`config.mk`:
```
export PLATFORM = sky130hd
export DESIGN_NAME = cdfsel_search
export DESIGN_NICKNAME = d
export VERILOG_FILES = /design/src/rtl/cdfsel_pkg.sv /design/src/rtl/cdfsel_search.sv
export SDC_FILE = /design/constraint.sdc
export NUM_CORES = 1
export LEC_CHECK = 0
export BUFFER_PORTS_ARGS = -buffer_cell sky130_fd_sc_hd__buf_2
export CORE_MARGIN = 5
export CORE_UTILIZATION = 30
export CTS_CLUSTER_DIAMETER = 120
export DETAILED_ROUTE_END_ITERATION = 12
export PLACE_DENSITY_LB_ADDON = 0.2
export SKIP_CTS_REPAIR_TIMING = 1
export SKIP_LAST_GASP = 1
export SYNTH_ARGS = -nofsm -noshare
export SYNTH_HDL_FRONTEND = slang
export SYNTH_SLANG_ARGS = --single-unit
```
`constraint.sdc`:
```
create_clock -name clk -period 10.35 [get_ports clk]
set_input_delay 0.5175 -clock clk [delete_from_list [all_inputs] [get_ports clk]]
set_output_delay 0.5175 -clock clk [all_outputs]
set_load 0.01 [all_outputs]
```
`src/rtl/cdfsel_pkg.sv`:
```
// Package for the CDF table contact selector.
// Shared field widths, request codes, register indexes and parameter defaults.
// No dependencies.
package cdfsel_pkg;

  // Field widths fixed by the interface
  localparam int ACTION_W   = 1;
  localparam int IDX_W      = 10;
  localparam int PROB_W     = 33;
  localparam int PATCH_W    = 24;
  localparam int DRAW_W     = 32;
  localparam int CNT_W      = 11;
  localparam int CFG_DATA_W = 24;
  localparam int CFG_IDX_W  = 1;

  // Parameter defaults
  localparam int DEF_MAX_ENTRIES   = 1024;
  localparam int DEF_PATCH_ID_BITS = 24;

  // Request codes
  localparam logic [ACTION_W-1:0] ACTION_LOAD  = 1'b0;
  localparam logic [ACTION_W-1:0] ACTION_QUERY = 1'b1;

  // Configuration register indexes
  localparam logic [CFG_IDX_W-1:0] CFG_ENTRIES_IN_USE = 1'b0;
  localparam logic [CFG_IDX_W-1:0] CFG_OWN_PATCH_ID   = 1'b1;

endpackage

```
`src/rtl/cdfsel_search.sv`:
```
// Request sequencer for the CDF table contact selector: table loads and the
// binary chop over the probability RAM, then the patch RAM read.
// Depends on cdfsel_pkg.
module cdfsel_search
  import cdfsel_pkg::*;
#(
  parameter int MAX_ENTRIES   = DEF_MAX_ENTRIES,
  parameter int PATCH_ID_BITS = DEF_PATCH_ID_BITS,
  localparam int IW = $clog2(MAX_ENTRIES),
  localparam int CW = $clog2(MAX_ENTRIES + 2)
) (
  input  logic                     clk,
  input  logic                     rst,
  // request side
  input  logic                     start,
  input  logic [ACTION_W-1:0]      action,
  input  logic [IDX_W-1:0]         entry_index,
  input  logic [PROB_W-1:0]        entry_prob,
  input  logic [PATCH_W-1:0]       entry_patch,
  input  logic [DRAW_W-1:0]        draw,
  output logic                     busy,
  // configuration
  input  logic [CNT_W-1:0]         entries_in_use,
  input  logic [PATCH_W-1:0]       own_patch_id,
  // result side
  output logic                     done,
  output logic [PATCH_W-1:0]       contact_patch,
  output logic [IDX_W-1:0]         chosen_index,
  output logic                     is_own_patch,
  // table RAMs
  output logic                     mem_we,
  output logic [IW-1:0]            mem_waddr,
  output logic [PROB_W-1:0]        prob_wdata,
  output logic [PATCH_ID_BITS-1:0] patch_wdata,
  output logic [IW-1:0]            prob_raddr,
  input  logic [PROB_W-1:0]        prob_rdata,
  output logic [IW-1:0]            patch_raddr,
  input  logic [PATCH_ID_BITS-1:0] patch_rdata
);

  typedef enum logic [2:0] {
    S_IDLE,
    S_FIRST,
    S_LAST,
    S_PROBE,
    S_PATCH
  } state_t;

  state_t            state;
  logic [CW-1:0]     n;
  logic [CW-1:0]     lo;
  logic [CW-1:0]     hi;
  logic [CW-1:0]     probe;
  logic [CW-1:0]     k;
  logic [PROB_W-1:0] draw_q;

  logic              accept;
  logic              is_query;
  logic [CW-1:0]     n_next;
  logic [CW-1:0]     n_last;
  logic [CW-1:0]     lo_next;
  logic [CW-1:0]     hi_next;
  logic [CW-1:0]     step;
  logic [CW-1:0]     probe_sum;
  logic [CW-1:0]     probe_next;
  logic [CW-1:0]     lo_inc;
  logic [CW-1:0]     k_next;
  logic              below;

  assign busy     = (state != S_IDLE);
  assign accept   = start && !busy;
  assign is_query = (action == ACTION_QUERY);

  // Entry count saturates at the table depth
  always_comb begin
    if (32'(entries_in_use) >= 32'(MAX_ENTRIES)) begin
      n_next = CW'(MAX_ENTRIES);
    end else begin
      n_next = CW'(entries_in_use);
    end
  end

  assign n_last = n - 1'b1;

  // Table loads, out-of-range indexes dropped
  assign mem_we      = accept && !is_query && (32'(entry_index) < 32'(MAX_ENTRIES));
  assign mem_waddr   = IW'(entry_index);
  assign prob_wdata  = entry_prob;
  assign patch_wdata = PATCH_ID_BITS'(entry_patch);

  // One chop step: narrow the bracket, pick the next probe and the fallback index
  always_comb begin
    below   = (prob_rdata < draw_q);
    lo_next = lo;
    hi_next = hi;
    if (state == S_LAST) begin
      lo_next = '0;
      hi_next = n + 1'b1;
    end else if (below) begin
      lo_next = probe;
    end else begin
      hi_next = probe;
    end
    step      = (hi_next - lo_next) >> 1;
    probe_sum = lo_next + step;
    probe_next = (probe_sum >= n) ? n_last : probe_sum;
    lo_inc    = lo_next + 1'b1;
    k_next    = (lo_inc >= n) ? n_last : lo_inc;
  end

  // RAM read addresses
  always_comb begin
    prob_raddr  = '0;
    patch_raddr = IW'(k_next);
    unique case (state)
      S_IDLE: begin
        prob_raddr = '0;
      end
      S_FIRST: begin
        prob_raddr  = IW'(n_last);
        patch_raddr = '0;
      end
      S_LAST: begin
        prob_raddr  = IW'(probe_next);
        patch_raddr = IW'(n_last);
      end
      S_PROBE: begin
        prob_raddr  = IW'(probe_next);
        patch_raddr = IW'(k_next);
      end
      S_PATCH: begin
        prob_raddr = '0;
      end
    endcase
  end

  // Sequencer and result registers
  always_ff @(posedge clk) begin
    if (rst) begin
      state <= S_IDLE;
      done  <= 1'b0;
    end else begin
      done <= 1'b0;
      unique case (state)
        S_IDLE: begin
          if (accept && is_query) begin
            draw_q <= PROB_W'(draw);
            n      <= n_next;
            if (n_next == '0) begin
              done          <= 1'b1;
              contact_patch <= own_patch_id;
              chosen_index  <= '0;
              is_own_patch  <= 1'b1;
            end else begin
              state <= S_FIRST;
            end
          end
        end
        S_FIRST: begin
          // below the first entry: index 0
          if (draw_q < prob_rdata) begin
            k     <= '0;
            state <= S_PATCH;
          end else begin
            state <= S_LAST;
          end
        end
        S_LAST: begin
          // above the last entry: index n-1, else open the chop
          if (draw_q > prob_rdata) begin
            k     <= n_last;
            state <= S_PATCH;
          end else begin
            lo    <= lo_next;
            hi    <= hi_next;
            probe <= probe_next;
            k     <= k_next;
            state <= (step == '0) ? S_PATCH : S_PROBE;
          end
        end
        S_PROBE: begin
          lo    <= lo_next;
          hi    <= hi_next;
          probe <= probe_next;
          k     <= k_next;
          if (step == '0) begin
            state <= S_PATCH;
          end
        end
        S_PATCH: begin
          done          <= 1'b1;
          contact_patch <= PATCH_W'(patch_rdata);
          chosen_index  <= IDX_W'(k);
          is_own_patch  <= 1'b0;
          state         <= S_IDLE;
        end
      endcase
    end
  end

endmodule

```
Word-level counts from Yosys, hierarchy flattened
Index checks and enable logic that the tools add are counted.

cells by class
  mux-type cells = 37
  bitwise gates (word level) = 1
  multipliers = 0
  shifts and indexed selects = 0
  add/subtract/negate cells = 5
  reduce and logical (&&, ||, !) cells = 19
  divide/modulo/power cells = 0
  equality and inequality tests = 10
  order comparisons = 6

operators by type and width
  kind                                                        number
  two-way mux 11 bit                                          9
  case mux 11 bit (2 select lines)                            3
  case mux 10 bit (3 select lines)                            2
  two-way mux 10 bit                                          5
  two-way mux 24 bit                                          2
  case mux 24 bit (2 select lines)                            1
  case mux 10 bit (2 select lines)                            2
  > comparator 32 x 33 -> 1 bit                               1
  < comparator 32 x 33 -> 1 bit                               1
  < comparator 33 x 32 -> 1 bit                               1
  adder 11 x 1 -> 11 bit (second input constant)              2
  greater-or-equal comparator 11 bit                          2
  zero test 11 bit                                            2
  two-way mux 3 bit                                           6
  case mux 3 bit (5 select lines)                             1
  != test 2 bit (second input constant)                       6
  AND reduction 3 bit                                         4
  adder 11 x 10 -> 11 bit                                     1
  greater-or-equal comparator 11 bit (second input constant)  1
  subtractor 11 x 1 -> 11 bit (second input constant)         1
  subtractor 11 bit                                           1
  equality test 3 x 2 -> 1 bit (second input constant)        2
  nonzero test 3 bit                                          2
  two-way mux 1 bit                                           4
  other kinds (10)                                            16

storage, ports and cells
  bits in writable memories = 0
  latch bits = 0
  input bits = 195
  bits in registers = 125
  output and inout port bits = 125
  memories kept = 0
  bits in read-only memories = 0

Longest topological paths before layout
Gate-level depths: netlist of run 1.

  depth after elaboration = 9
  gate-level depth with buffers = 35

Least setup slack after synthesis of run 1
OpenSTA, ideal clock, no wires.

  path type = in2out
  from = input prob_rdata[16]
  to = output prob_raddr[6]
  arrival time = 7.458 ns
  buffers on the path = 3
  setup slack = 2.375 ns
  stages = 33
  cell sequence = inv_1 ha_1 nand4_2 nor4_4 a211oi_2 o22a_4 a21oi_4 clkbuf_1 clkbuf_1 nand2_1 a31oi_1 ha_1 o21ai_0 a211oi_1 a211o_1 o211a_2 mux2i_1 nand2_1 ha_1 nand2_1 o21ai_0 o31a_1 or3_1 nand2_1 inv_1 ha_1 o21a_1 o21a_1 o21a_1 o211ai_1 nand2_1 clkbuf_1 o31ai_1

between the ends
  longest elaborated chain between the ends = 8
  elaborated cells between the ends (all ways) = 10
  those cells by class = 2 x add/sub; 2 x order compare; 6 x mux

ends and longest elaborated chain
  element                               line                  text
  start, declared                       cdfsel_search.sv:36   input logic [PROB_W-1:0] prob_rdata,
  < comparator 33 x 32 -> 1 bit (*)     cdfsel_search.sv:93   below = (prob_rdata < draw_q);
  two-way mux 11 bit (*)                cdfsel_search.sv:99   end else if (below) begin
  two-way mux 11 bit (*)                cdfsel_search.sv:96   if (state == S_LAST) begin
  via hi_next[1]                        cdfsel_search.sv:62   logic [CW-1:0] hi_next;
  subtractor 11 bit (*)                 cdfsel_search.sv:104  step = (hi_next - lo_next) >> 1;
  adder 11 x 10 -> 11 bit (*)           cdfsel_search.sv:105  probe_sum = lo_next + step;
  greater-or-equal comparator 11 bit    cdfsel_search.sv:106  probe_next = (probe_sum >= n) ? n_last : probe_sum;
  two-way mux 11 bit (*)                cdfsel_search.sv:106
  case mux 10 bit (3 select lines) (*)  cdfsel_search.sv:115  unique case (state)
  end, declared                         cdfsel_search.sv:35   output logic [IW-1:0] prob_raddr,

Mark *: on every way through the listed nets, which the timed path passes. The rest lies on a longest branch.

Worst setup path after layout of run 1
  from = register draw_q[28]
  to = output prob_raddr[5]

between the ends
  longest elaborated chain between the ends = 8
  elaborated cells between the ends (all ways) = 10
  those cells by class = 2 x add/sub; 2 x order compare; 6 x mux

ends and longest elaborated chain
  element                               line                  text
  start, declared                       cdfsel_search.sv:55   logic [PROB_W-1:0] draw_q;
  start signal, assigned                cdfsel_search.sv:147  draw_q <= PROB_W'(draw);
  < comparator 33 x 32 -> 1 bit (*)     cdfsel_search.sv:93
  two-way mux 11 bit (*)                cdfsel_search.sv:99
  two-way mux 11 bit (*)                cdfsel_search.sv:96
  via hi_next[1]                        cdfsel_search.sv:62
  subtractor 11 bit (*)                 cdfsel_search.sv:104
  adder 11 x 10 -> 11 bit (*)           cdfsel_search.sv:105
  greater-or-equal comparator 11 bit    cdfsel_search.sv:106
  two-way mux 11 bit (*)                cdfsel_search.sv:106
  case mux 10 bit (3 select lines) (*)  cdfsel_search.sv:115

Marked as above.

==> summary.md, run 1 <==
| Metric | Value |
|---|---|
| Lkg Pwr | between 0.004 and 0.005 uW |
| Vias per cell | 4.92 |
| RSZ-0062 raised after global routing | false |
| Status | finished clean |
| Setup WS pre-CTS | between 1 and 1.5 ns |
| Area delta synth->final | 16.3% |
| Max transition margin | between 20 and 25% |
| # IOs | 320 |
| Post-Syn Nets | between 1k and 1.5k |
| Layout cells sized above 1 | 27.4% |
| Core Area | 30,300 um2 |
| Setup crit start | draw_q[28] |
| Clk slew on worst S/H paths | 0.07 ns |
| FF-to-FF setup slack | 2.29 ns |
| Tightest Pin Transition | ~1.2 ns |
| Syn Area/Cell | 9.97 um2 |
| DRC | 0 |
| YS warnings | 0 |
| Fill cells | 3,137 |
| Final setup viols | 0 |
| Initial Util | 30.2% |
| IO Port Bufs | 185 |
| Synth Register Bits | 125 |
| Peak supply drop | 0.0000687 V |
| Pwr dens | 157 nW/um2 |
| Vias in the first global route | 7,160 |
| Grt total ovfl | 0 |
| Max Slew Vio Count | 0 |
| WS Path Type | reg2out |
| Drt first pass iters | 5 |
| Crit path to | prob_raddr[5] |
| Cell depth of the worst flop-to-flop path | 28 |
| Period utilization | between 80% and 90% |
| Die Area | 34,100 um2 |
| Post-synth cell types | 81 |
| RR Startpoint | draw_q[28] |
| Placer Congestion | roughly 0.86 |
| Mapped cell area | 9150 um2 |
| Main synth FF type | edfxtp_1 |
| CTS tree | yes |
| Global-route wire length before repair | 39,700 um |
| CP peak stage delay | 0.57 ns |
| Post-Layout Inst Area | 10,600 um2 |
| H-tree levels | 4 |
| Top-area cell type share of the netlist area | 39.7% |
| Chip width | 185 um |
| Via Count | between 7k and 8k |
| Hold/Removal Path Class | in2reg |
| CTS Buffer Depth | 2 |
| Die height | between 150 and 200 um |
| Largest area contributor in the netlist | edfxtp_1 |
| Commonest non-fill, non-tap cell in the layout | buf_2 |
| Final Hold Violating Endpoints | 0 |
| CP Max Fanout | 19 |
| Hpwl dp | 20,700 um |
| Worst setup EP type | primary output |
| Antenna violations before repair | 0 |
| Final Power | 1670 uW |
| Commonest cells after routing, fill and taps aside | 185 x buf_2, 121 x edfxtp_1, 73 x nand2_1, 73 x ha_1, 72 x inv_1 |
| CP required | 9.83 ns |
| Antenna Diode Count | 0 |
| Sequential-to-total area share from yosys stat | 40.6% |
| Post-Syn Instances | 918 |
| Placement Cell Area | roughly 10,000 um2 |
| Layout Utilization | about a third |
| Critical Path Source Type | flop |
| Antenna Nets Post-Route | 0 |
| Wire length per cell | 17.9 um |
| # clock sinks | 125 |
| Fin Setup TNS | 0 ns |
| Slowest cell on crit path | nand2_1 |
| Row cnt | 64 |
| Clock latency on the worst-skew pair | between 0.4 and 0.5 ns |
| Area contributors post-synth | edfxtp_1 40%, ha_1 10%, buf_4 5.5% |
| Worst setup margin | 1.12 ns |
| Fin nets | 1,309 |
| Detailed Route Iter0 Violations | 438 |
| Root Driver | clkbuf_16 |
| Post-synth EDFFs | 121 |
| Largest net degree at the start of global routing | 44 |
| CP arrival | around 8.7 ns |
| R2r endpoint | probe[10] |
| Max_cap viols | 0 |
| Clock Skew | 0.0196 ns |
| Total track usage | 15.0% |
| Number of buffers created by CTS | 17 |
| Asr flop ratio synth | 0% |
| Tmin final | 9.23 ns |
| WL final | 25,900 um |
| Max Clk Rate | 0.108 GHz |
==> flip-flops by register name, indices dropped and copies added, names as in the netlist <==
register / cells
chosen_index: 10
done: 1
contact_patch: 24
probe: 11
draw_q: 32
n: 11
lo: 11
hi: 11
state: 3
is_own_patch: 1
k: 10
==> area by class of cell <==
class                           instances  area [um2]  area share (%)
Multi-Input combinational cell        624        4570            42.9
Sequential cell                       125        3710            34.9
Timing Repair Buffer                  196        1010            9.47
Tap cell                              396         495            4.65
Clock buffer                           17         425            4.00
Inverter                               75         282            2.64
Clock inverter                         15         154            1.45
==> worst max-delay path: cells and delay by family, from the launching register on <==
| kind | cells | cell delay (ns) |
|---|---|---|
| compound gates | 15 | 3.66 |
| fa+ha+maj | 4 | 1.32 |
| buf+inv | 1 | 0.21 |
| flops | 1 | 0.36 |
| mux | 1 | 0.16 |
| simple gates | 9 | 2.55 |
==> stage by stage <==
| stage | instances | hold slack, ns |
|---|---|---|
| global placement | 1416 | 0.502 |
| finish | 1448 | 0.254 |
| detailed placement | 1416 | 0.511 |
| CTS | 1448 | 0.245 |
| global route | 1448 | 0.240 |
| floorplan | 918 | 0.497 |
==> worst min-delay path by stage <==
stage,startpoint,to,slack (ns),depth (start not counted)
after floorplan,k[0],chosen_index[0],0.50,1
after global placement,k[6],chosen_index[6],0.50,1
after detailed placement,k[3],chosen_index[3],0.51,1
after CTS,draw[15],draw_q[15],0.25,1
after global routing,draw[3],draw_q[3],0.24,1
final,draw[15],draw_q[15],0.25,1
==> kinds of logic (layout without fill, tap and decap cells) <==
| group | count (synthesis) | after routing | synth area share (%) |
|---|---|---|---|
| XOR/XNOR | 43 | 43 | 4.11 |
| AND/OR/NAND/NOR | 276 | 276 | 15.7 |
| flip-flops | 125 | 125 | 40.6 |
| AO/OA/AOI/OAI | 179 | 179 | 13.4 |
| buffers and inverters | 169 | 303 | 9.79 |
| multiplexers | 51 | 51 | 6.07 |
| adder cells (fa/ha/maj) | 75 | 75 | 10.4 |
==> synthesized netlist by cell type (4+ instances only) <==
library cell,n
o21ai_1,6
nor2_1,71
a21o_1,11
o211ai_1,4
nand3_1,27
dfxtp_1,4
o32ai_1,7
nor4_1,7
a21oi_1,44
mux2i_1,20
nor3_1,14
ha_1,73
or2_2,7
clkbuf_1,23
xnor2_1,37
xor2_1,6
buf_4,67
edfxtp_1,121
a31oi_1,15
a211o_1,4
o21a_1,16
or3_1,5
nand2_1,73
o21ai_0,19
o31a_1,4
nor2b_1,16
nand4_1,11
nand2b_1,6
o22ai_1,12
and2_1,14
a211oi_1,8
o31ai_1,5
inv_1,72
mux2_2,28
==> per-layer routing <==
metal	track usage (%)	wire length, um
met1	19.4	11500
met2	26.2	12900
met3	2.39	1110
met4	4.05	405
met5	0	0
==> power breakdown <==
part | switching, uW | internal (uW)
Clock | 262 | 339
Sequential | 5.69 | 576
Combinational | 286 | 197
Total | 554 | 1110
Note: power is estimated with default switching activity, not from simulation.
==> inputs of run 2 (changes only) <==
--- a/config.mk
+++ b/config.mk
@@ -6,8 +6,9 @@
 export NUM_CORES = 1
 export LEC_CHECK = 0
 export BUFFER_PORTS_ARGS = -buffer_cell sky130_fd_sc_hd__buf_2
-export CORE_MARGIN = 5
-export CORE_UTILIZATION = 30
+export CORE_MARGIN = 2
+export CORE_UTILIZATION = 53
+export CTS_BUF_LIST = sky130_fd_sc_hd__clkbuf_4
 export CTS_CLUSTER_DIAMETER = 120
 export DETAILED_ROUTE_END_ITERATION = 12
 export PLACE_DENSITY_LB_ADDON = 0.2
==> summary.md, run 2 (same netlist as run 1, synthesis figures left out) <==
| Metric | Value |
|---|---|
| Slowest cell on crit path | a21oi_4 |
| Antenna Nets Post-Route | 0 (unchanged) |
| Max Slew Vio Count | 0 (unchanged) |
| WL final | 22,500 um (-13%) |
| Global-route wire length before repair | 35,300 um (-11%) |
| Via Count | 7,171 (+0.62%) |
| Root Driver | clkbuf_4 |
| Tmin final | 9.44 ns (+0.212 ns) |
| CP peak stage delay | 0.63 ns (+0.06 ns) |
| CP required | 9.83 ns (about the same) |
| Final Hold Violating Endpoints | 0 (unchanged) |
| Die Area | 18,300 um2 (-46%) |
| Worst hold slack | 0.132 ns (-0.122 ns) |
| Status | finished clean |
| Placer Congestion | 0.906 (+5.9%) |
| CP arrival | 8.92 ns (+0.21 ns) |
| Register area | 3710 um2 (unchanged) |
| Clock latency on the worst-skew pair | 0.55 ns (+0.12 ns) |
| Row cnt | 48 (-25%) |
| Layout cells sized above 1 | 27.2% (-0.21 points) |
| IO Port Bufs | 185 (unchanged) |
| Worst setup EP type | primary output |
| Pwr dens | 137 nW/um2 (-12%) |
| Antenna violations before repair | 1 (+1) |
| Fin Setup TNS | 0 ns (unchanged) |
| Largest net degree at the start of global routing | 44 (unchanged) |
| WS Path Type | reg2out |
| Detailed Route Iter0 Violations | 434 (-0.91%) |
| Clk slew on worst S/H paths | 0.14 ns (+0.07 ns) |
| Vias in the first global route | 6,832 (-4.6%) |
| Wire length per cell | 17.7 um (-1.1%) |
| Final Power | 1390 uW (-17%) |
| CP dominant cell by count | nand2_1 |
| Max Clk Rate | 0.106 GHz (-2.2%) |
| Period utilization | 91.2% (+2.0 points) |
| Fill cells | 1,461 (-53%) |
| Core Area | 17,100 um2 (-44%) |
| Top flop regs | draw_q: 32 flops, contact_patch: 24 flops |
| CTS tree | yes |
| Commonest non-fill, non-tap cell in the layout | buf_2 |
| Lkg Pwr | 0.00432 uW (-3.4%) |
| Largest register FFs | 32 (unchanged) |
| Die height | 135 um (-27%) |
| Number of buffers created by CTS | 17 (unchanged) |
| Critical Path Source Type | flop |
| Initial Util | 53.5% (+23 points) |
| Largest Register | draw_q |
| Fin nets | 1,306 (-0.23%) |
| Commonest cells after routing, fill and taps aside | 185 x buf_2, 121 x edfxtp_1, 73 x nand2_1, 73 x ha_1, 72 x inv_1 |
| Chip width | 135 um (-27%) |
| Clock Skew | 0.0260 ns (+0.00637 ns) |
| # clock sinks | 125 (unchanged) |
| Tightest Pin Transition | 1.15 ns (+0.00132 ns) |
| CP Max Fanout | 25 (+6) |
| # IOs | 320 (unchanged) |
| Vias per cell | 5.62 (+14%) |
| RSZ-0062 raised after global routing | false |
| Area occupied by multi-input gates | 4570 um2 (unchanged) |
| CTS Buffer Depth | 2 (unchanged) |
| Hpwl dp | 17,900 um (-14%) |
| Hold/Removal Path Class | in2reg |
| Drt first pass iters | 5 (unchanged) |
| Final setup viols | 0 (unchanged) |
| Total track usage | 25.2% (+10 points) |
| Peak supply drop | 0.0000866 V (+26%) |
| Area delta synth->final | 10.3% |
| Max transition margin | 23.0% (+0.44 points) |
| Grt total ovfl | 0 (unchanged) |
| DRC | 0 (unchanged) |
| Max_cap viols | 0 (unchanged) |
| H-tree levels | 4 (unchanged) |
[run 2: cell count changes in the layout (fill, tap and decap cells not counted), sizes merged]
cell / change
clkinv: +1
buf: -3
inv: -1
diode: +1
[run 2: metrics by stage]
stage | setup slack (ns) | utilization, % | instances | instance area (um2)
after global placement | 1.34 | 57.4 | 1242 | 9830
after CTS | 0.941 | 59.0 | 1274 | 10100
final | 0.913 | 59.0 | 1275 | 10100
after floorplan | 2.37 | - | 918 | 9150
after detailed placement | 1.33 | 57.4 | 1242 | 9830
after global routing | 0.271 | 59.0 | 1275 | 10100
[run 2: final timing paths]
kind              start               to  slack (ns)  cells past startpoint
max          draw_q[28]    prob_raddr[8]        0.91                     31
min             draw[5]        draw_q[5]        0.13                      1
max reg2reg  draw_q[28]         probe[5]        2.02                     30
min reg2reg        k[0]  chosen_index[0]        0.53                      1
[run 2: worst max-delay path, delay by kind of cell, from the launching register on]
family	cells	cell delay, ns
flip-flops	1	0.39
buffers and inverters	2	0.25
multiplexers	1	0.16
AND/OR/NAND/NOR	10	2.55
AO/OA/AOI/OAI	14	3.74
adder cells (fa/ha/maj)	4	1.27
[run 2: report_power, final]
part           total [uW]  switching, uW  internal [uW]
clock                 327            205            122
sequential            581           5.54            575
combinational         479            282            197
[run 2: routing by layer]
layer / wire (um) / vias up / share of wire [%] / global-route usage, %
li1: - / 3500 / - / -
met1: 9720 / 3301 / 43 / 33.7
met2: 10100 / 307 / 45 / 38.7
met3: 1880 / 63 / 8.4 / 6.10
met4: 875 / 0 / 3.9 / 11.8
met5: 0 / - / 0 / 0
[run 2: cell type report]
type                    instances  area share, %
repair buffers                193           9.77
well taps                     225           2.79
flip-flops and latches        125           36.8
clock buffers                  17           1.26
diodes                          1         0.0248
clock inverters                15           1.34
multi-input cells             624           45.2
inverters                      75           2.79
